===== src/rtl/core/tcw_pkg.sv =====
// tcw_pkg: shared widths, opcodes and character constants of the text console writer.
// No dependencies; used by the interfaces, the submodules and the top level.
package tcw_pkg;

  localparam int OPCODE_W = 2;
  localparam int CHAR_W   = 8;
  localparam int ARG_ROW_W = 5;
  localparam int ARG_COL_W = 7;
  localparam int OUT_ROW_W = 5;
  localparam int OUT_COL_W = 7;
  localparam int OUT_LIN_W = 11;
  localparam int CELL_W   = 16;

  typedef logic [OPCODE_W-1:0] opcode_t;
  typedef logic [CHAR_W-1:0]   byte_t;
  typedef logic [CELL_W-1:0]   cell_t;

  localparam opcode_t OP_PUT    = 2'd0;
  localparam opcode_t OP_CLEAR  = 2'd1;
  localparam opcode_t OP_SETCUR = 2'd2;
  localparam opcode_t OP_READ   = 2'd3;

  localparam byte_t CH_NEWLINE = 8'h0A;
  localparam byte_t CH_RETURN  = 8'h0D;
  localparam byte_t ATTR_RESET = 8'h07;

  // space with light-grey-on-black attribute
  localparam cell_t BLANK_CELL = 16'h0720;
  localparam cell_t ZERO_CELL  = 16'h0000;

endpackage


===== src/rtl/core/tcw_addr_unit.sv =====
// tcw_addr_unit: row/column to linear cell index (row * COLUMNS + col).
// Depends on tcw_pkg only by convention; shared between cursor and read addressing.
module tcw_addr_unit import tcw_pkg::*; #(
  parameter int COLUMNS = 80,
  parameter int RW = 5,
  parameter int CW = 7,
  parameter int AW = 11
) (
  input  logic [RW-1:0] row,
  input  logic [CW-1:0] col,
  output logic [AW-1:0] lin
);

  localparam logic [AW-1:0] COLS_A = AW'(COLUMNS);

  assign lin = AW'(row) * COLS_A + AW'(col);

endmodule


===== config.mk =====
export PLATFORM = sky130hd
export DESIGN_NAME = tcw_addr_unit
export DESIGN_NICKNAME = d
export VERILOG_FILES = /design/src/rtl/core/tcw_pkg.sv /design/src/rtl/core/tcw_addr_unit.sv
export SDC_FILE = /design/constraint.sdc
export NUM_CORES = 1
export LEC_CHECK = 0
export ABC_CLOCK_PERIOD_IN_PS = 4800
export BUFFER_PORTS_ARGS = -buffer_cell sky130_fd_sc_hd__buf_2
export CORE_AREA = 2 2 39 41
export DETAILED_ROUTE_END_ITERATION = 12
export DIE_AREA = 0 0 41 43
export GPL_ROUTABILITY_DRIVEN = 0
export GPL_TIMING_DRIVEN = 0
export MAX_ROUTING_LAYER = met4
export SLEW_MARGIN = 25
export SYNTH_ARGS = -nofsm -noshare
export SYNTH_HDL_FRONTEND = slang
export SYNTH_SLANG_ARGS = --single-unit

===== constraint.sdc =====
create_clock -name vclk -period 4.8
set_clock_uncertainty 0.15 [all_clocks]
set_input_delay 0.48 -clock vclk [all_inputs]
set_output_delay 0.48 -clock vclk [all_outputs]
set_load 0.1 [all_outputs]

==> results.txt, run 1 <==
----------------------------------------------------
[STA]
  Worst-margin pin slew ... 487 ps
  Slew headroom ... 67.8%
  Setup TNS ... 0 ps
  Final Slew Violations ... 0
  FMAX ... 305 MHz
  Post-layout minimum cycle time ... 3280 ps
  Fin crit share ... 68.3%
  Count of endpoints failing hold in the final timing report ... 0
  Unrepaired setup endpoints after global routing ... false
  Final Setup Violations ... 0

[Synth]
  Leading cell types by total area after synthesis ... sky130_fd_sc_hd__ha_1 38%, sky130_fd_sc_hd__fa_1 14%, sky130_fd_sc_hd__xnor2_1 12%
  Fraction of the yosys area taken by sequential cells ... 0%
  Area of the mapped netlist ... 294 µm²
  Synthesized netlist net count ... 54
  Number of library cell types mapped by synthesis ... 10
  Syn Inst Count ... 31
  Mean instance size in the synthesized netlist ... 9.48 µm²
  Library cell with the largest summed area after synthesis ... sky130_fd_sc_hd__ha_1
  Post-synth top area share ... 38.3%
  Top post-synthesis cells by count ... 9 x sky130_fd_sc_hd__ha_1, 4 x sky130_fd_sc_hd__buf_4, 4 x sky130_fd_sc_hd__xnor2_1
  Warnings from Yosys ... 0
  Library cell with the highest instance count after synthesis ... sky130_fd_sc_hd__ha_1

[Layout]
  Number of sequential cells in the layout ... 0
  Area overhead of the layout relative to synthesis ... 39.1%
  Number of diodes added for antenna fixing ... 0
  Clock buf count ... 0
  Post-layout instance count excluding filler cells ... 66
  Fraction of final layout cells with drive strength greater than 1 ... 46.0%
  Number of fill cells in the layout ... 159
  Register cell area after layout ... 0 µm²
  Final layout net count ... 75

[Floorplanning]
  Starting density of the core ... 21.2%
  Die outline area ... 1760 µm²
  Die height ... 43 µm
  Area of the core ... 1380 µm²
  Placement row count ... 14
  Boundary pin count ... 23
  DIE WIDTH ... 41 µm

[Drt]
  Average wire per standard cell ... 8.41 µm
  Initial DRT Pass Iterations ... 4
  Drt total wl ... 555 µm
  Count of antenna-violating nets left after detailed routing ... 0
  Number of vias per cell after detailed routing ... 4.14
  DRC marker count from the first detailed-route iteration ... 3
  Vias after detailed routing ... 273
  DRC violations left ... 0

[Worst hold path]
  Critical hold path startpoint ... col[1]
  Hold path depth ... 2
  Worst-case hold path end point ... lin[1]
  HP Class ... in -> out

[Power]
  Power density cells ... 422 nW/µm²
  Static power due to leakage ... 0.243 nW
  Peak VDD IR ... 0.000222 V

[Global routing]
  Maximum number of pins on one net before global-route repair ... 5
  Global-route usage over all layers ... 6.67%
  Number of antenna violations at the first check in global routing ... 0
  Wire length of the first global-routing pass ... 883 µm
  Grt ovf ... 0
  Number of global-route vias before repair ... 248

[Critical path]
  Crit path DAT ... 2650 ps
  Largest fanout on the critical path ... 3
  Required time at the worst-slack endpoint ... 4170 ps
  Type of element launching the critical path ... primary input
  Type of the worst setup path ... in -> out
  CP endpoint kind ... primary output

[CTS]
  Hold-fix buffers at CTS ... 0
  CTS resizes ... 0
  Post-CTS Setup Repair Bufs ... 0

[Placed design]
  Number of cells in the design after placement ... 66
  Port buffer count ... 19

[Job]
  Reported max-cap violation count ... 0

[Status]
  Outcome ... finished clean

----------------------------------------------------
[layout make-up]
class	instances	area (µm²)	area share, %
repair buffers	19	95.1	23.2
well taps	16	20.0	4.89
plain buffers	4	30.0	7.34
multi-input cells	27	264	64.5
[critical path: stages]
cell                      delay, ps
sky130_fd_sc_hd__buf_2          130
sky130_fd_sc_hd__ha_1           290
sky130_fd_sc_hd__ha_1           220
sky130_fd_sc_hd__fa_1           380
sky130_fd_sc_hd__xor2_1         220
sky130_fd_sc_hd__nand4_1        150
sky130_fd_sc_hd__xnor2_1        200
sky130_fd_sc_hd__xnor2_1        140
sky130_fd_sc_hd__buf_2          440
[worst max path at each step]
stage                 from       to  slack (ps)  depth (start not counted)
finish              row[1]  lin[10]        1520                          9
global route        row[1]  lin[10]        1410                          9
CTS                 row[1]  lin[10]        1510                          9
detailed placement  row[1]  lin[10]        1520                          9
global placement    row[1]  lin[10]        1540                          9
floorplan           row[1]  lin[10]         790                          7
[metrics by stage]
step | utilization, % | hold slack, ps | setup slack [ps] | total power (W) | area (µm²)
2_1_floorplan | - | 1020 | 790 | 0.000152 | 294
3_3_place_gp | 29.6 | 1190 | 1540 | 0.000172 | 409
3_5_place_dp | 29.6 | 1190 | 1520 | 0.000173 | 409
4_1_cts | 29.6 | 1190 | 1510 | 0.000173 | 409
5_1_grt | 29.6 | 1200 | 1410 | 0.000181 | 409
6_report | 29.6 | 1190 | 1520 | 0.000173 | 409
[kinds of logic after synthesis]
family                   after synthesis  share of synthesized area [%]
AND/OR/NAND/NOR                        4                           5.96
adder cells (fa/ha/maj)               11                           51.9
buffers and inverters                  4                           10.2
AO/OA/AOI/OAI                          5                           11.1
XOR/XNOR                               7                           20.9
[cell usage in the layout (no fill, tap or decap), drive strengths merged]
cell type / count
a21oi: 2
nand4: 1
nor2: 1
a21o: 3
ha: 9
xnor2: 4
nand2: 2
fa: 2
buf: 23
xor2: 3
[power by group]
part           switching (W)  internal, W
sequential                 0            0
clock                      0            0
combinational       0.000140    0.0000321
[metal layers]
layer | vias up | share of wire (%) | global-route usage (%)
met3 | 0 | 9.4 | 0
met1 | 119 | 43 | 8.31
li1 | 144 | - | -
met4 | 0 | 0 | 0
met2 | 10 | 48 | 12.2
met5 | - | 0 | -
No activity file was read; power rests on OpenSTA's default activity.
==> inputs of run 2 (changes only) <==
ABC_CLOCK_PERIOD_IN_PS = 2700   (was 4800)
clock period = 2.7 ns   (was 4.8 ns; I/O delays follow)
==> run 2 against run 1 <==
Worst setup slack worse by 1400 ps. Routed wire length increased by 10%. Largest cell class unchanged. Sequential share of layout area is the same. Core utilization rose by 7.5 points. Die area did not move. Final cell count is 3.0% higher. Via count is 2.9% higher. Sequential cell count stayed put. Highest routed layer unchanged. First-iteration DRC count decreased by 100%. Power grew 100%. Critical path depth shrank 1. Cell area up 25%.
==> results.txt, run 2 (synthesis gave the netlist of run 1 again) <==
----------------------------------------------------
[Status]
  Outcome ... finished clean

[Global routing]
  Global-route usage over all layers ... 8.05%
  Number of global-route vias before repair ... 277
  Grt ovf ... 0
  Wire length of the first global-routing pass ... 1040 µm
  Number of antenna violations at the first check in global routing ... 0
  Maximum number of pins on one net before global-route repair ... 5

[STA]
  Unrepaired setup endpoints after global routing ... false
  Worst-margin pin slew ... 486 ps
  WHS ... 753 ps
  Count of endpoints failing hold in the final timing report ... 0
  Final Setup Violations ... 0
  Fin crit share ... 96.9%
  Final Slew Violations ... 0
  Least setup slack across all paths after layout ... 84.8 ps
  Post-layout minimum cycle time ... 2620 ps
  FMAX ... 382 MHz
  Slew headroom ... 67.8%

[Power]
  Power density cells ... 684 nW/µm²
  Static power due to leakage ... 0.280 nW
  Peak VDD IR ... 0.000262 V

[Layout]
  Fraction of final layout cells with drive strength greater than 1 ... 67.3%
  Area overhead of the layout relative to synthesis ... 74.5%
  Highest-count cells in the layout ignoring fill and taps ... 17 x sky130_fd_sc_hd__buf_2, 7 x sky130_fd_sc_hd__ha_1, 7 x sky130_fd_sc_hd__buf_4
  Number of diodes added for antenna fixing ... 0
  Number of sequential cells in the layout ... 0
  Final layout net count ... 77
  Clock buf count ... 0
  Utilization of the core after routing ... 37.1%
  Register cell area after layout ... 0 µm²
  Leading cell type in the layout, fill and taps excluded ... sky130_fd_sc_hd__buf_2

[Placed design]
  DP HPWL ... 517 µm
  Worst setup slack after placement ... -334 ps
  Port buffer count ... 19

[Floorplanning]
  DIE WIDTH ... 41 µm
  Placement row count ... 14
  Boundary pin count ... 23
  Area of the core ... 1380 µm²
  Starting density of the core ... 21.2%
  Die height ... 43 µm
  Die outline area ... 1760 µm²

[Drt]
  Vias after detailed routing ... 281
  Average wire per standard cell ... 9.01 µm
  DRC marker count from the first detailed-route iteration ... 0
  DRC violations left ... 0
  Count of antenna-violating nets left after detailed routing ... 0
  Initial DRT Pass Iterations ... 1
  Drt total wl ... 613 µm
  Number of vias per cell after detailed routing ... 4.13

[Critical path]
  Required time at the worst-slack endpoint ... 2280 ps
  Type of element launching the critical path ... primary input
  Largest fanout on the critical path ... 3
  Crit path DAT ... 2200 ps
  Type of the worst setup path ... in -> out
  CP endpoint kind ... primary output

[Job]
  Reported max-cap violation count ... 0

[Worst hold path]
  HP Class ... in -> out

----------------------------------------------------
-- run 2: changes by cell type in the layout (fill, tap and decap cells not counted), moves of 3 or more --
cell                      delta
sky130_fd_sc_hd__xnor2_1     -4
sky130_fd_sc_hd__xor2_1      -3
sky130_fd_sc_hd__xor2_2      +3
sky130_fd_sc_hd__xnor2_2     +4
sky130_fd_sc_hd__buf_4       +3
-- run 2: worst max-delay path, cell delays in order --
cell and delay [ps]:
sky130_fd_sc_hd__buf_2 140, sky130_fd_sc_hd__ha_4 250, sky130_fd_sc_hd__ha_4 160, sky130_fd_sc_hd__fa_2 620, sky130_fd_sc_hd__nand4_1 150, sky130_fd_sc_hd__xnor2_2 230, sky130_fd_sc_hd__xnor2_2 130, sky130_fd_sc_hd__buf_6 240
-- run 2: per-stage QoR --
stage | total power [W] | setup TNS (ps) | cells | cell area, µm²
floorplan | 0.000287 | -507 | 31 | 332
global placement | 0.000324 | -315 | 66 | 447
detailed placement | 0.000324 | -353 | 66 | 447
CTS | 0.000341 | 0 | 67 | 478
global route | 0.000368 | 0 | 68 | 513
finish | 0.000351 | 0 | 68 | 513
-- run 2: metal layers --
layer	share of wire (%)	track usage, %	vias up
met3	5.9	0	0
met2	54	13.1	9
li1	-	-	144
met4	0	0	0
met5	0	-	-
met1	40	11.7	128
-- run 2: area by class of cell --
class | count | area [µm²]
multi-input combinational | 27 | 344
buffer | 4 | 30.0
tap | 16 | 20.0
timing repair buffer | 21 | 119
fill | 149 | 871
-- run 2: where the power goes --
group,internal [W],total (W),switching (W)
Combinational,0.0000889,0.000351,0.000262
Clock,0,0,0
Sequential,0,0,0
-- run 2: what timing repair did --
action	4_1_cts	5_1_grt
resized for setup	5	4
buffers inserted	1	1
endpoints found under the setup margin	2	2
pin swaps	2	5
gates cloned	0	0
hold buffers	0	0
-- run 2: worst paths after layout --
path,startpoint,end,cells after the start
worst max-delay path,row[1],lin[10],8
worst min-delay path,row[4],lin[10],3
==> inputs of run 3 (changes only) <==
SETUP_SLACK_MARGIN = 0.5   (was not set)
==> run 3 against run 2 <==
Combinational power is 32% higher. Routed wire length increased by 18%. Cell area is 38% higher. Critical path type unchanged. Largest cell class unchanged. Highest routed layer unchanged.
==> results.txt, run 3 (synthesis gave the netlist of run 1 again) <==
----------------------------------------------------
[STA]
  Slew headroom ... 67.8%
  Final Slew Violations ... 0
  Final Setup Violations ... 0
  Least setup slack across all paths after layout ... 209 ps
  FMAX ... 401 MHz
  Count of endpoints failing hold in the final timing report ... 0
  Setup TNS ... 0 ps
  Post-layout minimum cycle time ... 2490 ps
  Unrepaired setup endpoints after global routing ... true
  Worst-margin pin slew ... 486 ps
  Fin crit share ... 92.3%

[Drt]
  Number of vias per cell after detailed routing ... 4.30
  DRC marker count from the first detailed-route iteration ... 0
  Drt total wl ... 725 µm
  Average wire per standard cell ... 10.4 µm
  Vias after detailed routing ... 301
  Count of antenna-violating nets left after detailed routing ... 0
  DRC violations left ... 0
  Initial DRT Pass Iterations ... 1

[Layout]
  Register cell area after layout ... 0 µm²
  Final layout net count ... 79
  Leading cell type in the layout, fill and taps excluded ... sky130_fd_sc_hd__buf_2
  Number of sequential cells in the layout ... 0
  Fraction of final layout cells with drive strength greater than 1 ... 81.5%
  Clock buf count ... 0
  Number of fill cells in the layout ... 125
  Multi-input combinational cell area ... 463 µm²
  Area overhead of the layout relative to synthesis ... 140%
  Number of diodes added for antenna fixing ... 0
  Highest-count cells in the layout ignoring fill and taps ... 13 x sky130_fd_sc_hd__buf_2, 8 x sky130_fd_sc_hd__buf_4, 4 x sky130_fd_sc_hd__ha_1, 4 x sky130_fd_sc_hd__ha_4
  Post-layout instance count excluding filler cells ... 70

[Floorplanning]
  Area of the core ... 1380 µm²
  Die height ... 43 µm
  Die outline area ... 1760 µm²
  DIE WIDTH ... 41 µm
  Placement row count ... 14
  Boundary pin count ... 23
  Starting density of the core ... 21.2%

[Critical path]
  Cell type with the highest occurrence count on the critical path ... sky130_fd_sc_hd__ha_4
  Type of the worst setup path ... in -> out
  Critical path, cell by cell ... buf_8 -> ha_4 -> ha_4 -> fa_2 -> nand4_1 -> xnor2_2 -> xnor2_4 -> buf_12
  Critical path's largest stage delay ... 540 ps
  Slowest stage cell, crit path ... sky130_fd_sc_hd__fa_2
  Required time at the worst-slack endpoint ... 2280 ps
  Largest fanout on the critical path ... 3
  CP endpoint kind ... primary output
  Crit path DAT ... 2070 ps
  Cell type group with the largest total delay on the critical path ... adder cells
  Buffer and inverter count on the worst path ... 2
  Type of element launching the critical path ... primary input

[Placed design]
  Worst setup slack after placement ... -257 ps
  Port buffer count ... 19
  Number of cells in the design after placement ... 66
  DP HPWL ... 632 µm

[Power]
  Power density cells ... 658 nW/µm²
  Static power due to leakage ... 0.321 nW
  Peak VDD IR ... 0.000256 V
  Power Total ... 0.000465 W

[Global routing]
  Number of antenna violations at the first check in global routing ... 0
  Global-route usage over all layers ... 9.30%
  Wire length of the first global-routing pass ... 1130 µm
  Grt ovf ... 0
  Maximum number of pins on one net before global-route repair ... 5
  Number of global-route vias before repair ... 295

[Worst hold path]
  HP Class ... in -> out

[CTS]
  Hold-fix buffers at CTS ... 0

[Job]
  Reported max-cap violation count ... 0

[Status]
  Outcome ... finished clean

----------------------------------------------------
run 3: changes by cell type in the layout (fill, tap and decap cells not counted), moves of 2 or more:
cell / previous run / this run
sky130_fd_sc_hd__buf_2: 17 / 13
sky130_fd_sc_hd__buf_12: 0 / 3
sky130_fd_sc_hd__ha_1: 7 / 4
sky130_fd_sc_hd__xnor2_2: 4 / 1
sky130_fd_sc_hd__xnor2_4: 0 / 3
sky130_fd_sc_hd__xor2_2: 3 / 0
sky130_fd_sc_hd__xor2_4: 0 / 3
sky130_fd_sc_hd__ha_4: 2 / 4
run 3: layout make-up:
cell class | instances | share of cell area, %
repair buffers | 23 | 27.3
plain buffers | 4 | 4.26
well taps | 16 | 2.84
multi-input cells | 27 | 65.6
run 3: path summary, 6_finish.rpt:
kind	start	to	slack [ps]	cells after the start
worst max-delay path	row[3]	lin[10]	210	8
worst min-delay path	col[2]	lin[2]	770	2
run 3: repair_timing:
action | CTS | global route
gates resized for setup | 23 | 3
endpoints found under the setup margin | 4 | 3
pin swaps | 9 | 5
setup buffers | 3 | 1
run 3: where the power goes:
part           switching (W)  internal [W]
clock                      0             0
combinational       0.000297      0.000167
sequential                 0             0
run 3: through the flow:
stage	utilization, %	cell area (µm²)	hold slack [ps]
final	51.0	706	774
after global routing	51.0	706	777
after CTS	49.1	679	775
after detailed placement	41.0	567	775
after global placement	41.0	567	774
after floorplan	-	452	591
run 3: per-layer routing:
layer / routed length [µm] / GRT usage (%) / share of wire [%] / up-vias
met5: 0 / - / 0 / -
met4: 0 / 0 / 0 / 0
met3: 51 / 0 / 7.0 / 0
met2: 414 / 17.8 / 57 / 12
met1: 259 / 10.7 / 36 / 139
li1: - / - / - / 150
